File: src/hdl/rdab_pkg.sv
// Shared types, widths and codes for the receive dedupe and ack bitmap block.
package rdab_pkg;

  localparam int SEQ_W          = 16;
  localparam int STATUS_W       = 2;
  localparam int SEEN_MASK_W    = 32;
  localparam int ENTRY_W        = SEQ_W + 1;
  localparam int SLOT_COUNT_DEF = 256;
  localparam int ACK_WINDOW_DEF = 32;

  localparam logic [STATUS_W-1:0] STATUS_NEW = 2'd0;
  localparam logic [STATUS_W-1:0] STATUS_DUP = 2'd1;
  localparam logic [STATUS_W-1:0] STATUS_OLD = 2'd2;

  typedef enum logic [2:0] {
    ST_CLEAR,
    ST_IDLE,
    ST_DECIDE,
    ST_SWEEP,
    ST_LOOKUP,
    ST_CHECK,
    ST_ACK,
    ST_DONE
  } state_t;

  // Result of one slot probe, available in the cycle after the read was issued.
  typedef struct packed {
    logic pend;
    logic hit;
    logic differs;
  } probe_res_t;

endpackage

File: src/hdl/receive_dedupe_ack_bitmap_core.sv
// Top level of the receive dedupe filter with acknowledgement bitmap.
//
// Each item is a 16-bit received sequence number; each yields one result with the
// status (new, duplicate, too old), the newest sequence and the ack bitmap. All slot
// state sits in one RAM of SLOT_COUNT entries ({valid, tag}) with a single read and
// a single write port, probed one slot per cycle by a shared add/compare unit. An
// item inside the window gets a slot lookup and then one probe per bitmap bit before
// the input opens again; a too-old item skips the lookup. An item that advances the
// window first sweeps the skipped slots and invalidates those that do not hold the
// skipped sequence. A new result waits while an older, stalled result still sits in
// the output register. The block takes one item at a time; a finished result waits
// in the output register while the next item is accepted. After reset a clearing
// pass writes every RAM entry, and in_stall stays high until it ends.
module receive_dedupe_ack_bitmap_core #(
  parameter int SLOT_COUNT = rdab_pkg::SLOT_COUNT_DEF,
  parameter int ACK_WINDOW = rdab_pkg::ACK_WINDOW_DEF
) (
  input  logic                             clk,
  input  logic                             rst_n,
  input  logic                             in_valid,
  output logic                             in_stall,
  input  logic [rdab_pkg::SEQ_W-1:0]       in_rx_sequence,
  output logic                             out_valid,
  input  logic                             out_stall,
  output logic [rdab_pkg::STATUS_W-1:0]    out_status,
  output logic [rdab_pkg::SEQ_W-1:0]       out_ack_sequence,
  output logic [rdab_pkg::SEEN_MASK_W-1:0] out_seen_mask
);

  localparam int IDX_W     = $clog2(SLOT_COUNT);
  localparam int WIN_CNT_W = $clog2(ACK_WINDOW + 1);
  localparam int CNT_W     = (IDX_W + 1 > WIN_CNT_W) ? IDX_W + 1 : WIN_CNT_W;
  localparam logic [rdab_pkg::SEQ_W:0] SLOT_COUNT_L = (rdab_pkg::SEQ_W + 1)'(SLOT_COUNT);

  rdab_pkg::state_t state_r, state_nxt;

  logic [rdab_pkg::SEQ_W-1:0]    seq_r, seq_nxt;
  logic [rdab_pkg::SEQ_W-1:0]    gap_r, gap_nxt;
  logic [rdab_pkg::SEQ_W-1:0]    newest_r, newest_nxt;
  logic                          seen_any_r, seen_any_nxt;
  logic [rdab_pkg::STATUS_W-1:0] status_r, status_nxt;
  logic [IDX_W-1:0]              last_r, last_nxt;
  logic [CNT_W-1:0]              cnt_r, cnt_nxt;
  logic [ACK_WINDOW-1:0]         bits_r, bits_nxt;
  logic                          out_valid_r, out_valid_nxt;
  logic [rdab_pkg::STATUS_W-1:0] out_status_r, out_status_nxt;
  logic [rdab_pkg::SEQ_W-1:0]    out_ack_sequence_r, out_ack_sequence_nxt;
  logic [rdab_pkg::SEEN_MASK_W-1:0] out_seen_mask_r, out_seen_mask_nxt;

  // Probe unit and RAM hookup
  logic                          probe_issue;
  logic [rdab_pkg::SEQ_W-1:0]    probe_base;
  logic [rdab_pkg::SEQ_W-1:0]    probe_off;
  logic                          probe_sub;
  logic                          ram_re;
  logic [IDX_W-1:0]              ram_raddr;
  logic [rdab_pkg::ENTRY_W-1:0]  ram_rdata;
  logic                          ram_we;
  logic [IDX_W-1:0]              ram_waddr;
  logic [rdab_pkg::ENTRY_W-1:0]  ram_wdata;
  rdab_pkg::probe_res_t          res;
  logic [IDX_W-1:0]              res_addr;
  logic [rdab_pkg::SEQ_W-1:0]    res_tag;

  // Decision terms
  logic                          is_newer;
  logic [rdab_pkg::SEQ_W-1:0]    age;
  logic                          too_old;
  logic                          gap_full;
  logic                          sweep_issue;
  logic                          ack_issue;
  logic                          out_load;
  logic [ACK_WINDOW:0]           shift_w;

  assign is_newer    = (gap_r != '0) && !gap_r[rdab_pkg::SEQ_W-1];
  assign age         = ~gap_r + 16'd1;
  assign too_old     = {1'b0, age} >= SLOT_COUNT_L;
  assign gap_full    = {1'b0, gap_r} >= SLOT_COUNT_L;
  assign sweep_issue = cnt_r <= CNT_W'(last_r);
  assign ack_issue   = cnt_r < CNT_W'(ACK_WINDOW);
  assign out_load    = (state_r == rdab_pkg::ST_DONE) && (!out_valid_r || !out_stall);
  assign shift_w     = {res.hit, bits_r};

  rdab_probe #(
    .IDX_W(IDX_W)
  ) u_probe (
    .clk      (clk),
    .rst_n    (rst_n),
    .issue    (probe_issue),
    .base     (probe_base),
    .offset   (probe_off),
    .subtract (probe_sub),
    .rd_en    (ram_re),
    .rd_addr  (ram_raddr),
    .rd_data  (ram_rdata),
    .res      (res),
    .res_addr (res_addr),
    .res_tag  (res_tag)
  );

  rdab_ram #(
    .WIDTH(rdab_pkg::ENTRY_W),
    .DEPTH(SLOT_COUNT)
  ) u_slots (
    .clk   (clk),
    .we    (ram_we),
    .waddr (ram_waddr),
    .wdata (ram_wdata),
    .re    (ram_re),
    .raddr (ram_raddr),
    .rdata (ram_rdata)
  );

  // Next state
  always_comb begin
    state_nxt = state_r;
    unique case (state_r)
      rdab_pkg::ST_CLEAR: begin
        if (cnt_r == CNT_W'(SLOT_COUNT - 1)) state_nxt = rdab_pkg::ST_IDLE;
      end
      rdab_pkg::ST_IDLE: begin
        if (in_valid) state_nxt = rdab_pkg::ST_DECIDE;
      end
      rdab_pkg::ST_DECIDE: begin
        priority if (!seen_any_r) state_nxt = rdab_pkg::ST_LOOKUP;
        else if (is_newer)        state_nxt = rdab_pkg::ST_SWEEP;
        else if (too_old)         state_nxt = rdab_pkg::ST_ACK;
        else                      state_nxt = rdab_pkg::ST_LOOKUP;
      end
      rdab_pkg::ST_SWEEP: begin
        if (!sweep_issue && !res.pend) state_nxt = rdab_pkg::ST_LOOKUP;
      end
      rdab_pkg::ST_LOOKUP: state_nxt = rdab_pkg::ST_CHECK;
      rdab_pkg::ST_CHECK:  state_nxt = rdab_pkg::ST_ACK;
      rdab_pkg::ST_ACK: begin
        if (!ack_issue && !res.pend) state_nxt = rdab_pkg::ST_DONE;
      end
      rdab_pkg::ST_DONE: begin
        if (out_load) state_nxt = rdab_pkg::ST_IDLE;
      end
      default: state_nxt = rdab_pkg::ST_CLEAR;
    endcase
  end

  // Datapath and RAM control
  always_comb begin
    seq_nxt              = seq_r;
    gap_nxt              = gap_r;
    newest_nxt           = newest_r;
    seen_any_nxt         = seen_any_r;
    status_nxt           = status_r;
    last_nxt             = last_r;
    cnt_nxt              = cnt_r;
    bits_nxt             = bits_r;
    out_status_nxt       = out_status_r;
    out_ack_sequence_nxt = out_ack_sequence_r;
    out_seen_mask_nxt    = out_seen_mask_r;
    out_valid_nxt        = out_valid_r && out_stall;
    probe_issue          = 1'b0;
    probe_base           = newest_r;
    probe_off            = '0;
    probe_sub            = 1'b0;
    ram_we               = 1'b0;
    ram_waddr            = res_addr;
    ram_wdata            = '0;

    unique case (state_r)
      rdab_pkg::ST_CLEAR: begin
        ram_we    = 1'b1;
        ram_waddr = cnt_r[IDX_W-1:0];
        cnt_nxt   = cnt_r + CNT_W'(1);
      end
      rdab_pkg::ST_IDLE: begin
        if (in_valid) begin
          seq_nxt = in_rx_sequence;
          gap_nxt = in_rx_sequence - newest_r;
        end
      end
      rdab_pkg::ST_DECIDE: begin
        cnt_nxt = '0;
        priority if (!seen_any_r) begin
          seen_any_nxt = 1'b1;
          newest_nxt   = seq_r;
        end else if (is_newer) begin
          // sweep the skipped sequences, at most one ring's worth
          last_nxt = gap_full ? IDX_W'(SLOT_COUNT - 1) : (gap_r[IDX_W-1:0] - IDX_W'(1));
          cnt_nxt  = CNT_W'(1);
        end else if (too_old) begin
          status_nxt = rdab_pkg::STATUS_OLD;
        end else begin
          status_nxt = status_r;
        end
      end
      rdab_pkg::ST_SWEEP: begin
        if (sweep_issue) begin
          probe_issue = 1'b1;
          probe_off   = rdab_pkg::SEQ_W'(cnt_r);
          cnt_nxt     = cnt_r + CNT_W'(1);
        end
        // drop slots whose tag is not the skipped sequence
        if (res.pend && res.differs) begin
          ram_we    = 1'b1;
          ram_wdata = {1'b0, res_tag};
        end
        if (!sweep_issue && !res.pend) newest_nxt = seq_r;
      end
      rdab_pkg::ST_LOOKUP: begin
        probe_issue = 1'b1;
        probe_base  = seq_r;
      end
      rdab_pkg::ST_CHECK: begin
        cnt_nxt = '0;
        if (res.hit) begin
          status_nxt = rdab_pkg::STATUS_DUP;
        end else begin
          status_nxt = rdab_pkg::STATUS_NEW;
          ram_we     = 1'b1;
          ram_wdata  = {1'b1, seq_r};
        end
      end
      rdab_pkg::ST_ACK: begin
        if (ack_issue) begin
          probe_issue = 1'b1;
          probe_sub   = 1'b1;
          probe_off   = rdab_pkg::SEQ_W'(cnt_r) + 16'd1;
          cnt_nxt     = cnt_r + CNT_W'(1);
        end
        // shift in from the top so the first probe ends at bit 0
        if (res.pend) bits_nxt = shift_w[ACK_WINDOW:1];
      end
      rdab_pkg::ST_DONE: begin
        if (out_load) begin
          out_valid_nxt        = 1'b1;
          out_status_nxt       = status_r;
          out_ack_sequence_nxt = newest_r;
          out_seen_mask_nxt    = rdab_pkg::SEEN_MASK_W'(bits_r);
        end
      end
      default: begin
        cnt_nxt = '0;
      end
    endcase
  end

  always_ff @(posedge clk) begin
    if (!rst_n) begin
      state_r     <= rdab_pkg::ST_CLEAR;
      cnt_r       <= '0;
      newest_r    <= '0;
      seen_any_r  <= 1'b0;
      out_valid_r <= 1'b0;
    end else begin
      state_r     <= state_nxt;
      cnt_r       <= cnt_nxt;
      newest_r    <= newest_nxt;
      seen_any_r  <= seen_any_nxt;
      out_valid_r <= out_valid_nxt;
    end
  end

  always_ff @(posedge clk) begin
    seq_r              <= seq_nxt;
    gap_r              <= gap_nxt;
    status_r           <= status_nxt;
    last_r             <= last_nxt;
    bits_r             <= bits_nxt;
    out_status_r       <= out_status_nxt;
    out_ack_sequence_r <= out_ack_sequence_nxt;
    out_seen_mask_r    <= out_seen_mask_nxt;
  end

  assign in_stall         = (state_r != rdab_pkg::ST_IDLE);
  assign out_valid        = out_valid_r;
  assign out_status       = out_status_r;
  assign out_ack_sequence = out_ack_sequence_r;
  assign out_seen_mask    = out_seen_mask_r;

endmodule

File: src/hdl/rdab_ram.sv
// Generic single-write, single-read RAM with registered read data.
module rdab_ram #(
  parameter int WIDTH = 8,
  parameter int DEPTH = 64
) (
  input  logic                     clk,
  input  logic                     we,
  input  logic [$clog2(DEPTH)-1:0] waddr,
  input  logic [WIDTH-1:0]         wdata,
  input  logic                     re,
  input  logic [$clog2(DEPTH)-1:0] raddr,
  output logic [WIDTH-1:0]         rdata
);

  logic [WIDTH-1:0] mem [DEPTH];

  always_ff @(posedge clk) begin
    if (we) begin
      mem[waddr] <= wdata;
    end
    if (re) begin
      rdata <= mem[raddr];
    end
  end

endmodule

File: src/hdl/rdab_probe.sv
// Shared slot probe: sequence add/subtract, slot address and tag compare.
module rdab_probe #(
  parameter int IDX_W = 8
) (
  input  logic                        clk,
  input  logic                        rst_n,
  input  logic                        issue,
  input  logic [rdab_pkg::SEQ_W-1:0]  base,
  input  logic [rdab_pkg::SEQ_W-1:0]  offset,
  input  logic                        subtract,
  output logic                        rd_en,
  output logic [IDX_W-1:0]            rd_addr,
  input  logic [rdab_pkg::ENTRY_W-1:0] rd_data,
  output rdab_pkg::probe_res_t        res,
  output logic [IDX_W-1:0]            res_addr,
  output logic [rdab_pkg::SEQ_W-1:0]  res_tag
);

  logic [rdab_pkg::SEQ_W-1:0] probe_seq;
  logic [rdab_pkg::SEQ_W-1:0] seq_q_r;
  logic [IDX_W-1:0]           addr_q_r;
  logic                       pend_r;

  assign probe_seq = subtract ? (base - offset) : (base + offset);
  assign rd_en     = issue;
  assign rd_addr   = probe_seq[IDX_W-1:0];

  always_ff @(posedge clk) begin
    if (!rst_n) begin
      pend_r <= 1'b0;
    end else begin
      pend_r <= issue;
    end
  end

  // Hold the probed sequence to line up with the registered read.
  always_ff @(posedge clk) begin
    if (issue) begin
      seq_q_r  <= probe_seq;
      addr_q_r <= rd_addr;
    end
  end

  assign res_tag     = rd_data[rdab_pkg::SEQ_W-1:0];
  assign res_addr    = addr_q_r;
  assign res.pend    = pend_r;
  assign res.differs = (res_tag != seq_q_r);
  assign res.hit     = pend_r && rd_data[rdab_pkg::SEQ_W] && (res_tag == seq_q_r);

endmodule

File: config.mk
export PLATFORM = sky130hd
export DESIGN_NAME = receive_dedupe_ack_bitmap_core
export DESIGN_NICKNAME = d
export VERILOG_FILES = /design/src/hdl/rdab_pkg.sv /design/src/hdl/receive_dedupe_ack_bitmap_core.sv /design/src/hdl/rdab_ram.sv /design/src/hdl/rdab_probe.sv
export SDC_FILE = /design/constraint.sdc
export NUM_CORES = 2
export LEC_CHECK = 0
export BUFFER_PORTS_ARGS = -buffer_cell sky130_fd_sc_hd__buf_4
export CAP_MARGIN = 20
export CORE_ASPECT_RATIO = 0.7
export CORE_MARGIN = 5
export CORE_UTILIZATION = 54
export DETAILED_ROUTE_END_ITERATION = 10
export PLACE_DENSITY = 0.69
export SYNTH_ARGS = -nofsm -noshare
export SYNTH_HDL_FRONTEND = slang
export SYNTH_MEMORY_MAX_BITS = 65536
export SYNTH_SLANG_ARGS = --single-unit
File: constraint.sdc
create_clock -name clk -period 12.2 [get_ports clk]
set_input_delay 2.44 -clock clk [delete_from_list [all_inputs] [get_ports clk]]
set_output_delay 2.44 -clock clk [all_outputs]
set_load 0.02 [all_outputs]
==> summary.txt <==
Logic synthesis
  – Synth cell count leaders: edfxtp_1, mux4_2, a211oi_1
  – Top-count cell post-synth: edfxtp_1
  – YS warnings: 0
  – Net Count, Synth: 8359
  – Syn_area_per_cell: 21.3 µm²
  – Post-synth EDFFs: 4509
  – Gate Count Post-Synth: 8295
  – Top FF cell, synth: edfxtp_1
  – Ranking of synthesized cells by area: edfxtp_1, mux4_2, a211oi_1
  – Cell area after synthesis: 0.177 mm²
  – Top cell type's share of synthesized area: 0.765
  – Fraction of registers with async set/reset: 0
  – Register area share after synthesis: 0.768
  – Synth unique cells: 72
  – Largest area contributor in the netlist: edfxtp_1
  – Post-synthesis register bit count: 4540

STA
  – Worst Tran Pin Value: 1.57 ns
  – Final hold slack: 0.415 ns
  – Setup TNS: 0 ns
  – Hold Vio Cnt, Final: 0
  – RSZ-0062 raised after global routing: false
  – Setup-failing EPs final: 0
  – Max Fclk: 116 MHz
  – Final min period: 8.61 ns
  – Relative slew slack: -0.0437
  – Final worst path period share: 0.705
  – Slew Limit Fails: 65
  – Clk_skew: 0.0832 ns

Global route
  – Largest net degree at the start of global routing: 209
  – Gr usage total: 0.263
  – Total overflow reported by the global router: 0
  – Initial antenna violation count: 22
  – Vias in the first global route: 86544
  – Global-route wire length before repair: 640000 µm

Cells and area
  – Multi-input logic area: 0.0393 mm²
  – Cell area after layout: 0.199 mm²
  – Reg area: 0.136 mm²
  – Fraction of layout cells with a size suffix above 1: 0.254
  – Syn-to-layout area delta: 12.1%
  – Net count, final: 8783
  – Layout fillers: 22014
  – Util after Layout: 0.610

Critical path
  – CP Class: reg -> reg
  – Critical path arrival: 9.29 ns
  – WP buf/inv: 3
  – Worst setup SP type: flop
  – Worst Path Required: 12.89 ns
  – Critical path, cell by cell: ha_1 -> a211o_1 -> a221o_1 -> a21oi_2 -> o211a_1 -> nand2_1 -> a21boi_0 -> ha_1 -> o21ai_0 -> nand2_1 -> o211ai_1 -> ha_1 -> a21oi_1 -> nand2_1 -> xnor2_2 -> buf_12 -> inv_8 -> buf_4 -> a211oi_1 -> a211oi_1 -> nor4_1 -> and4b_1
  – Delay-heaviest family, CP: compound AO/OA/AOI/OAI gates
  – CP Max Fanout: 114
  – Setup crit end kind: flop
  – Crit-path slowest cell: nor4_1
  – CP peak stage delay: 1.22 ns

Clocking
  – Clock Path Buffers: 4
  – CTS Sinks: 4540
  – Max H-tree Level: 5
  – Cts bufs inserted: 409
  – Postcts setup bufs: 0
  – Hold Buf Count CTS: 0
  – Clk slew on worst S/H paths: 0.06 ns
  – Clk_lat worst skew: 0.94 ns
  – Root buffer cell: clkbuf_16
  – CTS tree: yes
  – Post_cts resized: 0

Place
  – Placed inst area: 0.185 mm²
  – DP HPWL: 257000 µm
  – Count of input and output buffers: 71
  – GP Congestion: 0.920

Power and ir drop
  – Sw Pwr: 5.95 mW
  – Sw frac: 0.197
  – Sequential Power Share: 0.561
  – Clk pwr share: 0.424
  – Internal power: 24.2 mW
  – Comb pwr share: 0.015
  – Peak supply drop: 0.122 mV
  – Pleak: 57.0 nW
  – Pwr/cell area: 152 mW/mm²
  – Power, Total: 30.2 mW

Route
  – Drt first pass iters: 8
  – First DRT Iteration DRCs: 13581
  – Post-DRT Antenna Nets: 0
  – WL final: 448000 µm
  – Drt wl/cell: 33.4 µm
  – Drt drc: 0
  – Vias post-DR: 88381
  – DR vias/cell: 6.60

Die
  – Die area: 0.340 mm²
  – Die height: 489 µm
  – FP Rows: 175
  – Starting Density: 0.544
  – Die W: 694 µm
  – Core ar.: 0.326 mm²
  – IO Count: 72

Hold path
  – Class of the worst hold path: reg -> reg

Outcome
  – Outcome: complete, but fails checks
  – Violated checks: slew limit

Job
  – Max cap viols: 0
==> power by group through the flow <==
stage / sequential, mW / combinational [mW] / clock [mW]
floorplan: 17.3 / 0.205 / 0
global placement: 17.3 / 0.427 / 0
detailed placement: 17.3 / 0.439 / 0
CTS: 16.9 / 0.440 / 12.9
global route: 16.9 / 0.467 / 13.6
finish: 16.9 / 0.462 / 12.8
==> placed cells by master (no fill, tap or decap), drive strengths merged, types with 6 or more instances in the layout <==
cell type  instances
a22oi             21
diode              6
mux2              36
nand2             96
or4                7
and3              12
nor4              23
o21ai             54
or3               10
o211ai             6
nand2b            12
nand4              9
mux2i            292
o21a               6
buf              503
nand3b            10
clkbuf           504
nand3             25
a21oi            241
nor2b            246
mux4            1088
nor2             367
xnor2             40
ha                42
a22o              16
clkinv           178
o31ai              8
xor2               6
nor3              19
inv               55
clkinvlp          10
o22ai             20
and4b             17
bufinv            45
edfxtp          4509
a211oi           435
dfxtp             31
==> layout make-up <==
type                       instances  area share
timing repair buffer             504      0.0224
clock buffer                     503      0.0539
multi-input combinational       3218       0.198
inverter                          46    0.000907
sequential                      4540       0.685
clock inverter                   242      0.0125
tap                             4336      0.0273
antenna                            6   0.0000756
==> through the flow <==
step | setup slack, ns | cells
after floorplan | 2.34 | 8295
after global placement | 3.58 | 12597
after detailed placement | 3.79 | 12619
after CTS | 3.82 | 13364
after global routing | 3.47 | 13390
final | 3.59 | 13395
==> final timing paths <==
path | from | cells after the start | slack [ns] | end
setup / recovery | cnt_r[2] | 22 | 3.59 | u_slots.rdata[2]
hold / removal | bits_r[0] | 0 | 0.42 | out_seen_mask[0]
setup reg to reg | cnt_r[2] | 22 | 3.59 | u_slots.rdata[2]
hold reg to reg | bits_r[0] | 0 | 0.42 | out_seen_mask[0]
==> metal layers <==
layer | track usage | share of wire
met5 | 0 | 0.00011
met4 | 0.0781 | 0.034
met3 | 0.0594 | 0.12
met2 | 0.385 | 0.45
met1 | 0.401 | 0.40
==> registers in the layout, indices dropped and copies added, names as in the netlist, 7 cells and up <==
| name | count |
|---|---|
| u_slots.mem | 4352 |
| bits_r | 32 |
| out_seen_mask | 32 |
| u_slots.rdata | 17 |
| gap_r | 16 |
| newest_r | 16 |
| out_ack_sequence | 16 |
| seq_r | 16 |
| cnt_r | 9 |
| u_probe.seq_q_r | 9 |
| last_r | 8 |
| u_probe.res_addr | 7 |
==> kinds of logic after synthesis <==
logic type,after synthesis,synth area share
XOR/XNOR,46,0.00232
flip-flops,4540,0.768
AND/OR/NAND/NOR,868,0.0245
buffers and inverters,537,0.0128
adder cells (fa/ha/maj),44,0.00319
multiplexers,1416,0.157
AO/OA/AOI/OAI,844,0.0319
No activity file was read; power rests on OpenSTA's default activity.
